File: src/rtl/mlhv_pkg.sv
// Package for the masked label histogram vote block.
// Holds the controller states, the controller/datapath command and status
// structs and the register index and mode codes. No dependencies.
package mlhv_pkg;

    localparam int LABEL_W    = 8;
    localparam int CFG_IDX_W  = 2;
    localparam int CFG_DATA_W = 9;

    localparam logic [CFG_IDX_W-1:0] CFG_IDX_NUM_LABELS  = 2'd0;
    localparam logic [CFG_IDX_W-1:0] CFG_IDX_SELECT_MODE = 2'd1;

    localparam logic MODE_MEDIAN  = 1'b0;
    localparam logic MODE_NOTZERO = 1'b1;

    typedef enum logic [2:0] {
        ST_INIT,
        ST_IDLE,
        ST_UPD,
        ST_SCAN,
        ST_DRAIN,
        ST_DONE
    } t_state;

    typedef struct packed {
        logic pix_accept;
        logic upd_wr;
        logic clr_wr;
        logic scan_rd;
        logic out_load;
    } t_dp_cmd;

    typedef struct packed {
        logic pix_binned;
        logic pix_last;
        logic cnt_last;
        logic out_free;
    } t_dp_status;

endpackage

File: src/rtl/mlhv_ctrl.sv
// Controller state machine: reset clearing pass, pixel read-modify-write,
// histogram scan and result hand-off. Depends on mlhv_pkg.
module mlhv_ctrl (
    input  logic                 i_clk,
    input  logic                 i_rst_n,
    input  logic                 i_valid,
    input  logic                 i_last_pixel,
    output logic                 o_ready,
    input  mlhv_pkg::t_dp_status i_status,
    output mlhv_pkg::t_dp_cmd    o_cmd
);
    import mlhv_pkg::*;

    t_state r_state;
    t_state n_state;

    always_ff @(posedge i_clk) begin
        if (!i_rst_n) begin
            r_state <= ST_INIT;
        end else begin
            r_state <= n_state;
        end
    end

    always_comb begin
        n_state = r_state;
        o_cmd   = '0;
        o_ready = 1'b0;
        unique case (r_state)
            ST_INIT: begin
                o_cmd.clr_wr = 1'b1;
                if (i_status.cnt_last) begin
                    n_state = ST_IDLE;
                end
            end
            ST_IDLE: begin
                o_ready = 1'b1;
                if (i_valid) begin
                    o_cmd.pix_accept = 1'b1;
                    if (i_status.pix_binned) begin
                        n_state = ST_UPD;
                    end else if (i_last_pixel) begin
                        n_state = ST_SCAN;
                    end
                end
            end
            ST_UPD: begin
                o_cmd.upd_wr = 1'b1;
                n_state = i_status.pix_last ? ST_SCAN : ST_IDLE;
            end
            ST_SCAN: begin
                o_cmd.scan_rd = 1'b1;
                if (i_status.cnt_last) begin
                    n_state = ST_DRAIN;
                end
            end
            ST_DRAIN: begin
                n_state = ST_DONE;
            end
            ST_DONE: begin
                if (i_status.out_free) begin
                    o_cmd.out_load = 1'b1;
                    n_state = ST_IDLE;
                end
            end
            default: begin
                n_state = ST_INIT;
            end
        endcase
    end

`ifndef SYNTH
    a_upd_after_idle: assert property (@(posedge i_clk) disable iff (!i_rst_n)
        (r_state == ST_UPD) |-> ($past(r_state) == ST_IDLE))
        else $error("write-back without a pixel transfer");

    a_scan_entry: assert property (@(posedge i_clk) disable iff (!i_rst_n)
        (r_state == ST_SCAN) |-> ($past(r_state) == ST_SCAN || $past(r_state) == ST_IDLE
                                  || $past(r_state) == ST_UPD))
        else $error("scan entered from a wrong state");
`endif
endmodule

File: config.mk
export PLATFORM = sky130hd
export DESIGN_NAME = mlhv_ctrl
export DESIGN_NICKNAME = d
export VERILOG_FILES = /design/src/rtl/mlhv_pkg.sv /design/src/rtl/mlhv_ctrl.sv
export SDC_FILE = /design/constraint.sdc
export NUM_CORES = 1
export LEC_CHECK = 0
export BUFFER_PORTS_ARGS = -buffer_cell sky130_fd_sc_hd__buf_2
export CAP_MARGIN = 30
export CORE_AREA = 2 2 39 41
export DETAILED_ROUTE_END_ITERATION = 16
export DIE_AREA = 0 0 41 43
export PLACE_DENSITY = 0.52
export REMOVE_ABC_BUFFERS = 1
export SLEW_MARGIN = 20
export SYNTH_ARGS = -nofsm -noshare
export SYNTH_HDL_FRONTEND = slang
export SYNTH_SLANG_ARGS = --single-unit
File: constraint.sdc
create_clock -name i_clk -period 1.08 [get_ports i_clk]
set_input_delay 0.216 -clock i_clk [delete_from_list [all_inputs] [get_ports i_clk]]
set_output_delay 0.216 -clock i_clk [all_outputs]
set_load 0.01 [all_outputs]
Yosys cells after proc, flatten, opt, wreduce, memory -nomap -nowiden

Cells that the tools add are included.
W data, S select, Z words.

Equality and inequality tests: 10
Muxes and demuxes: 16
Reductions and logical operators: 2

Operator list:

| cell                 | count |
|---|---|
| $mux W3              | 6 |
| $pmux W3 S6          | 1 |
| $mux W1              | 8 |
| $ne A2 B2 Y1 const B | 4 |
| $eq A3 B2 Y1 const B | 2 |
| $eq A3 B3 Y1 const B | 2 |
| $reduce_and A5 Y1    | 1 |
| $eq A3 B1 Y1 const B | 1 |
| $logic_not A3 Y1     | 1 |
| $ne A3 B3 Y1 const B | 1 |
| $mux W2              | 1 |

Bits in registers: 3
Input bits: 8
Output and inout port bits: 6
Logic and storage cells: 29

Depth between registers and ports, before layout

Gate-level depths: netlist of the first run.

Depth after elaboration: 4
Gate-level depth with buffers: 4
Gate-level depth less buffers: 3

Worst setup path before layout of the first run

No wires, ideal clock.

Kind: register -> output
Start point: reg r_state[2]
End point: out o_cmd[4] (netlist bit)
Data arrival time: 0.903 ns
Data required time: 0.864 ns
Setup slack: -0.039 ns
Stages on the path, launching flop included: 4
Buffers on the path: 1
Cells stage by stage: dfxtp_1 -> buf_4 -> nor3b_4 -> and2_2

RTL lines:

| item                   | line            | RTL |
|---|---|---|
| from (decl)            | mlhv_ctrl.sv:14 | `t_state r_state;` |
| from (signal assigned) | mlhv_ctrl.sv:21 | `r_state <= n_state;` |
| to (decl)              | mlhv_ctrl.sv:10 | `output mlhv_pkg::t_dp_cmd o_cmd` |

==> metrics.yaml, run 1 <==
placed_design:
  dp_hpwl_um: 485
  place_congestion: 0.643
  place_ws_ps: -120
  postPlaceCellArea_um2: 354
  portBuffers: 13
critical_path:
  critPathMaxFanout: 5
  slowest_stage: "dfxtp_4"
  cp.arrival_ps: 1070
  cp.required_ps: 860
  cp-end-kind: "primary output"
  slowest_delay_ps: 360
  timing.critical_path.from: "r_state[1]"
  critPathKind: "reg2out"
  endpoint: "o_cmd[4]"
  path_cells: "nor3b_4 > and2_4 > buf_6"
  crit_family: "simple AND/OR/NAND/NOR gates"
  path_depth: 3
  r2r-end: "r_state[1]"
  worst-path-buf-inv: 1
  r2r-start: "r_state[0]"
  cp-start-kind: "flop"
  reg2reg_depth: 5
  r2r_slack_ps: -100
finish:
  synthToLayoutAreaGrowth_pct: 104
  n_antenna_cell: 0
  top_regs: "r_state: 3 flops"
  seqCellArea_um2: 71.3
  nNetsFinal: 65
  multi_input_area_um2: 214
  drive_above_1_share: 0.714
  regMostFlops: "r_state"
  fillers: 155
  fin_util: 0.380
  fin_area_um2: 526
  largest_register_ffs: 3
hold_path:
  hold_path.class: "in2reg"
floorplanning:
  die_w_um: 41
  core_area_mm2: 0.00138
  num_rows: 14
  die_h_um: 43
  start_util: 0.186
  ios: 14
  die_area_mm2: 0.00176
logic_synthesis:
  synth_commonest_cells: "3 x dfxtp_1, 3 x inv_1, 3 x nand2b_1, 3 x nor2_1"
  yosys_warnings: 0
  ys_async_sr_fraction: 0
  yosysTopAreaCell: "dfxtp_1"
  ys_seq_elements: 3
  synth_edf_count: 0
  synthDistinctLibCells: 20
  syn_inst: 30
  syn-mean-instance-area_um2: 8.59
  ys_seq_area_frac: 0.233
  yosys_most_used_dff: "dfxtp_1"
  syn_area_um2: 258
  yosys-top-cells-area: "dfxtp_1 23%, nand2b_1 7.3%, nor3b_4 7.3%"
  netlist.area_leader.share: 0.233
clock_network:
  clock-root-buffer: "clkbuf_4"
  cts_htree_levels: 1
  cts_buffer_depth: 2
  numCtsBuffers: 3
  worstSkewPairLatency_ps: 230
  cts.reportedPaths.clkPinSlew_ps: 30
  cts.sinks: 3
  tritoncts: "yes"
grt:
  grt_use_total: 0.105
  grt_max_degree: 8
  grt_pass1_wl_um: 1230
  grt_pass1_vias: 333
  antenna_found_initial: 0
  overflow: 0
timing:
  setup_viol: 8
  drv_slew: 0
  rsz0062_at_grt: "yes"
  finalHoldViolCount: 0
  fin_skew_ps: 2.16
  fin_ws_ps: -203
  tightest_slew_ps: 369
  finalCriticalPeriod_ps: 1280
  relSlewSlack: 0.752
  holdWs_ps: 254
  fmax_mhz: 779
  timing.final.crit_share: 1.19
pwr:
  power.density_mw_per_mm2: 1230
  peakVddDrop_mv: 0.343
  power_leakage_nw: 0.238
detailed_routing:
  drc: 0
  drtIter0Drc: 0
  ant_nets: 0
  firstDrtPassIters: 1
  post_drt_wl_per_cell_um: 11.2
  vias: 310
  wl_um: 807
  via_per_inst: 4.31
status:
  status: "finished, violations left"
  violations: "negative setup slack"
job:
  maxCapViolCount: 0
==> cells by family after synthesis <==
logic type | Yosys count | share of synthesized area
simple gates | 15 | 0.384
buf+inv | 5 | 0.117
flops | 3 | 0.233
mux | 1 | 0.0388
compound gates | 6 | 0.228
==> through the flow <==
step	setup TNS [ps]	power, mW	instances
3_3_place_gp	-468	0.330	61
4_1_cts	-1050	0.596	70
2_1_floorplan	-34.7	0.250	28
5_1_grt	-1530	0.703	72
3_5_place_dp	-398	0.330	61
6_report	-1030	0.647	72
==> worst register-to-register path: cells and delay by family, from the launching register on <==
kind                   cells  cell delay [ps]
flip-flops                 1              360
buffers and inverters      2              220
AO/OA/AOI/OAI              1              260
multiplexers               1              200
AND/OR/NAND/NOR            1               60
==> cells in the final DEF, fill, tap and decap left out, drive strengths merged <==
master  synthesis  layout
buf             2      24
mux2i           1       1
nor3            2       2
a21oi           1       1
clkbuf          0       4
inv             3       3
nand2           2       2
o21ai           1       1
nand3b          1       1
nand2b          3       3
a211o           1       1
a221oi          1       1
and3b           1       1
and2            1       1
nor2            3       3
nor3b           2       2
dfxtp           3       3
a32oi           2       2
==> layer usage <==
metal	vias to the layer above	global-route usage	share of wire
met1	147	0.0831	0.31
li1	156	-	-
met3	0	0.0157	0.045
met2	7	0.200	0.65
met4	0	0.0800	0
met5	-	0	0
==> report_power, final <==
group | leakage, nW | internal [mW] | switching [mW] | total, mW
clock | 0.0150 | 0.138 | 0.0537 | 0.192
sequential | 0.0267 | 0.125 | 0.0208 | 0.145
combinational | 0.196 | 0.183 | 0.126 | 0.309
total | 0.238 | 0.446 | 0.201 | 0.647
==> worst min-delay path by stage <==
stage,from,to,slack (ps),cells past startpoint
5_1_grt,i_rst_n,r_state[1],260,3
4_1_cts,i_status[1],r_state[0],240,3
3_5_place_dp,i_status[1],r_state[0],500,3
6_report,i_rst_n,r_state[1],250,3
3_3_place_gp,i_status[1],r_state[2],490,3
2_1_floorplan,i_status[1],r_state[2],350,2
==> layout make-up <==
cell class,instances,area share
multi-input cells,22,0.407
repair buffers,24,0.348
flip-flops and latches,3,0.136
clock buffers,4,0.0500
well taps,16,0.0381
inverters,3,0.0214
==> repair_timing <==
item | CTS | global route
endpoints found under the setup margin | 9 | 8
pin swaps | 5 | 2
resized for setup | 15 | 7
hold buffers | 0 | 0
buffers inserted | 5 | 2
(Power assumes the default switching activity.)
==> inputs of run 2 (changes only) <==
- PLACE_DENSITY: 0.52 -> 0.5
- clock period: 1.08 -> 1.65 ns (I/O delays scaled with it)
==> run 2 against run 1 <==
The flow now finishes without violations. Flip-flop and latch count stayed put. Clock skew grew 4.8 ps. Final area down 33%. Critical path depth unchanged. Sequential power down 32%. First-iteration DRC count is 2 higher. Worst hold slack better by 110 ps. Routed wire length fell by 27%. Clock power fell by 32%. Final cell count fell by 15%. Sequential share of layout area is 3.6 points higher. Largest cell class unchanged. Largest power group is now the clock network.
==> metrics.yaml, run 2 (synthesis gave the netlist of run 1 again) <==
critical_path:
  cp.arrival_ps: 1240  # +170 ps
  cp-end-kind: "primary output"
  worst-path-buf-inv: 1  # unchanged
  path_cells: "nor3b_4 > and2_2 > buf_2"
  slowest_delay_ps: 450  # +90 ps
  cp-start-kind: "flop"
  critPathMaxFanout: 9  # +4
  crit_family: "flip-flops"
  slowest_stage: "dfxtp_1"
  cp.required_ps: 1320  # +460 ps
  critPathKind: "reg2out"
detailed_routing:
  vias: 262  # -15%
  drtIter0Drc: 2  # +2
  post_drt_wl_per_cell_um: 9.66  # -14%
  ant_nets: 0  # unchanged
  drc: 0  # unchanged
  firstDrtPassIters: 4  # +3
  wl_um: 589  # -27%
  via_per_inst: 4.30  # -0.24%
pwr:
  p_seq_frac: 0.301  # +0.076
  power_leakage_nw: 0.163  # -31%
  p_clk_frac: 0.400  # +0.103
  swShare: 0.321  # +0.0112
  power.switching_mw: 0.105  # -48%
  power.density_mw_per_mm2: 933  # -24%
  combPwrFrac: 0.298  # -0.180
  internal_power_mw: 0.222  # -50%
  peakVddDrop_mv: 0.353  # +2.8%
timing:
  rsz0062_at_grt: "no"
  drv_slew: 0  # unchanged
  finalHoldViolCount: 0  # unchanged
  setup_viol: 0  # -8
  timing.final.crit_share: 0.950
  finalCriticalPeriod_ps: 1570
  setup_tns_ps: 0  # +1030 ps
  fin_skew_ps: 6.94  # +4.78 ps
  tightest_slew_ps: 348  # -20.8 ps
  relSlewSlack: 0.768  # +0.0162
  fmax_mhz: 638
finish:
  largest_register_ffs: 3  # unchanged
  drive_above_1_share: 0.467  # -0.248
  top_regs: "r_state: 3 flops"
  stdcell_count: 61  # -15%
  synthToLayoutAreaGrowth_pct: 35.9
  n_antenna_cell: 0  # unchanged
  regMostFlops: "r_state"
  nNetsFinal: 54  # -17%
  fillers: 155  # unchanged
  final_common_cell: "buf_2"
floorplanning:
  core_area_mm2: 0.00138  # unchanged
  num_rows: 14  # unchanged
  ios: 14  # unchanged
  start_util: 0.186  # unchanged
  die_h_um: 43  # unchanged
  die_w_um: 41  # unchanged
  die_area_mm2: 0.00176  # unchanged
clock_network:
  cts_htree_levels: 1  # unchanged
  numCtsBuffers: 3  # unchanged
  postCtsSetupBuffers: 0  # -5
  cts.reportedPaths.clkPinSlew_ps: 40  # about the same
  worstSkewPairLatency_ps: 240  # about the same
  cts_buffer_depth: 2  # unchanged
  cts.repair.resized: 0  # -15
  tritoncts: "yes"
  cts_hold_buf: 0  # unchanged
  clock-root-buffer: "clkbuf_4"
  cts.sinks: 3  # unchanged
placed_design:
  dp_hpwl_um: 460  # -5.2%
  numPlacedInstances: 57  # -6.6%
  portBuffers: 13  # unchanged
  place_congestion: 0.590  # -8.3%
hold_path:
  hold_path.class: "in2reg"
job:
  maxCapViolCount: 0  # unchanged
grt:
  grt_pass1_wl_um: 910  # -26%
  overflow: 0  # unchanged
  grt_use_total: 0.0812  # -0.0240
  antenna_found_initial: 0  # unchanged
  grt_max_degree: 11  # +3
  grt_pass1_vias: 233  # -30%
status:
  status: "completed"
[run 2: cell types whose count changed in the layout (fill, tap and decap cells not counted), moves of 2 or more]
cell      change
buf_4         -5
nand2b_1      +2
dfxtp_4       -3
dfxtp_1       +3
nand2b_4      -2
buf_2         +2
nor3_1        +2
buf_6         -8
[run 2: final cells by class]
type                            count  area (µm²)  share of cell area
Clock buffer                        4        26.3              0.0750
Inverter                            3        11.3              0.0321
Multi-Input combinational cell     22         168               0.479
Sequential cell                     3        60.1               0.171
Tap cell                           16        20.0              0.0571
Timing Repair Buffer               13        65.1               0.186
[run 2: final timing paths]
check / from / endpoint / slack (ps) / cells past startpoint
hold / removal: i_status[1] / r_state[0] / 360 / 3
setup / recovery: r_state[0] / o_cmd[4] / 80 / 3
setup reg to reg: r_state[1] / r_state[1] / 460 / 3
hold reg to reg: r_state[1] / r_state[1] / 600 / 2
[run 2: power by group through the flow]
stage	registers (mW)	clock network (mW)	logic [mW]
after floorplan	0.0951	0	0.0683
after global placement	0.0988	0	0.0993
after detailed placement	0.0993	0	0.0993
after CTS	0.0982	0.134	0.0995
after global routing	0.101	0.140	0.109
final	0.0985	0.131	0.0976
[run 2: through the flow]
stage	cell area [µm²]	utilization	power, mW	hold slack (ps)	worst slack (ps)
2_1_floorplan	239	-	0.163	467	422
3_3_place_gp	324	0.234	0.198	587	368
3_5_place_dp	324	0.234	0.199	598	334
4_1_cts	350	0.253	0.332	358	73.2
5_1_grt	350	0.253	0.349	375	2.79
6_report	350	0.253	0.327	364	81.7
[run 2: routing by layer]
metal	vias to the layer above	track usage	wire [µm]
met5	-	0	0
met4	0	0.0800	19
met3	2	0.0314	31
met2	8	0.116	277
met1	116	0.0833	260
li1	136	-	-
[run 2: worst min-delay path: cells and delay by family]
kind                   cells  cell delay, ps
AOI/OAI and AO/OA          1              50
buffers and inverters      2             170
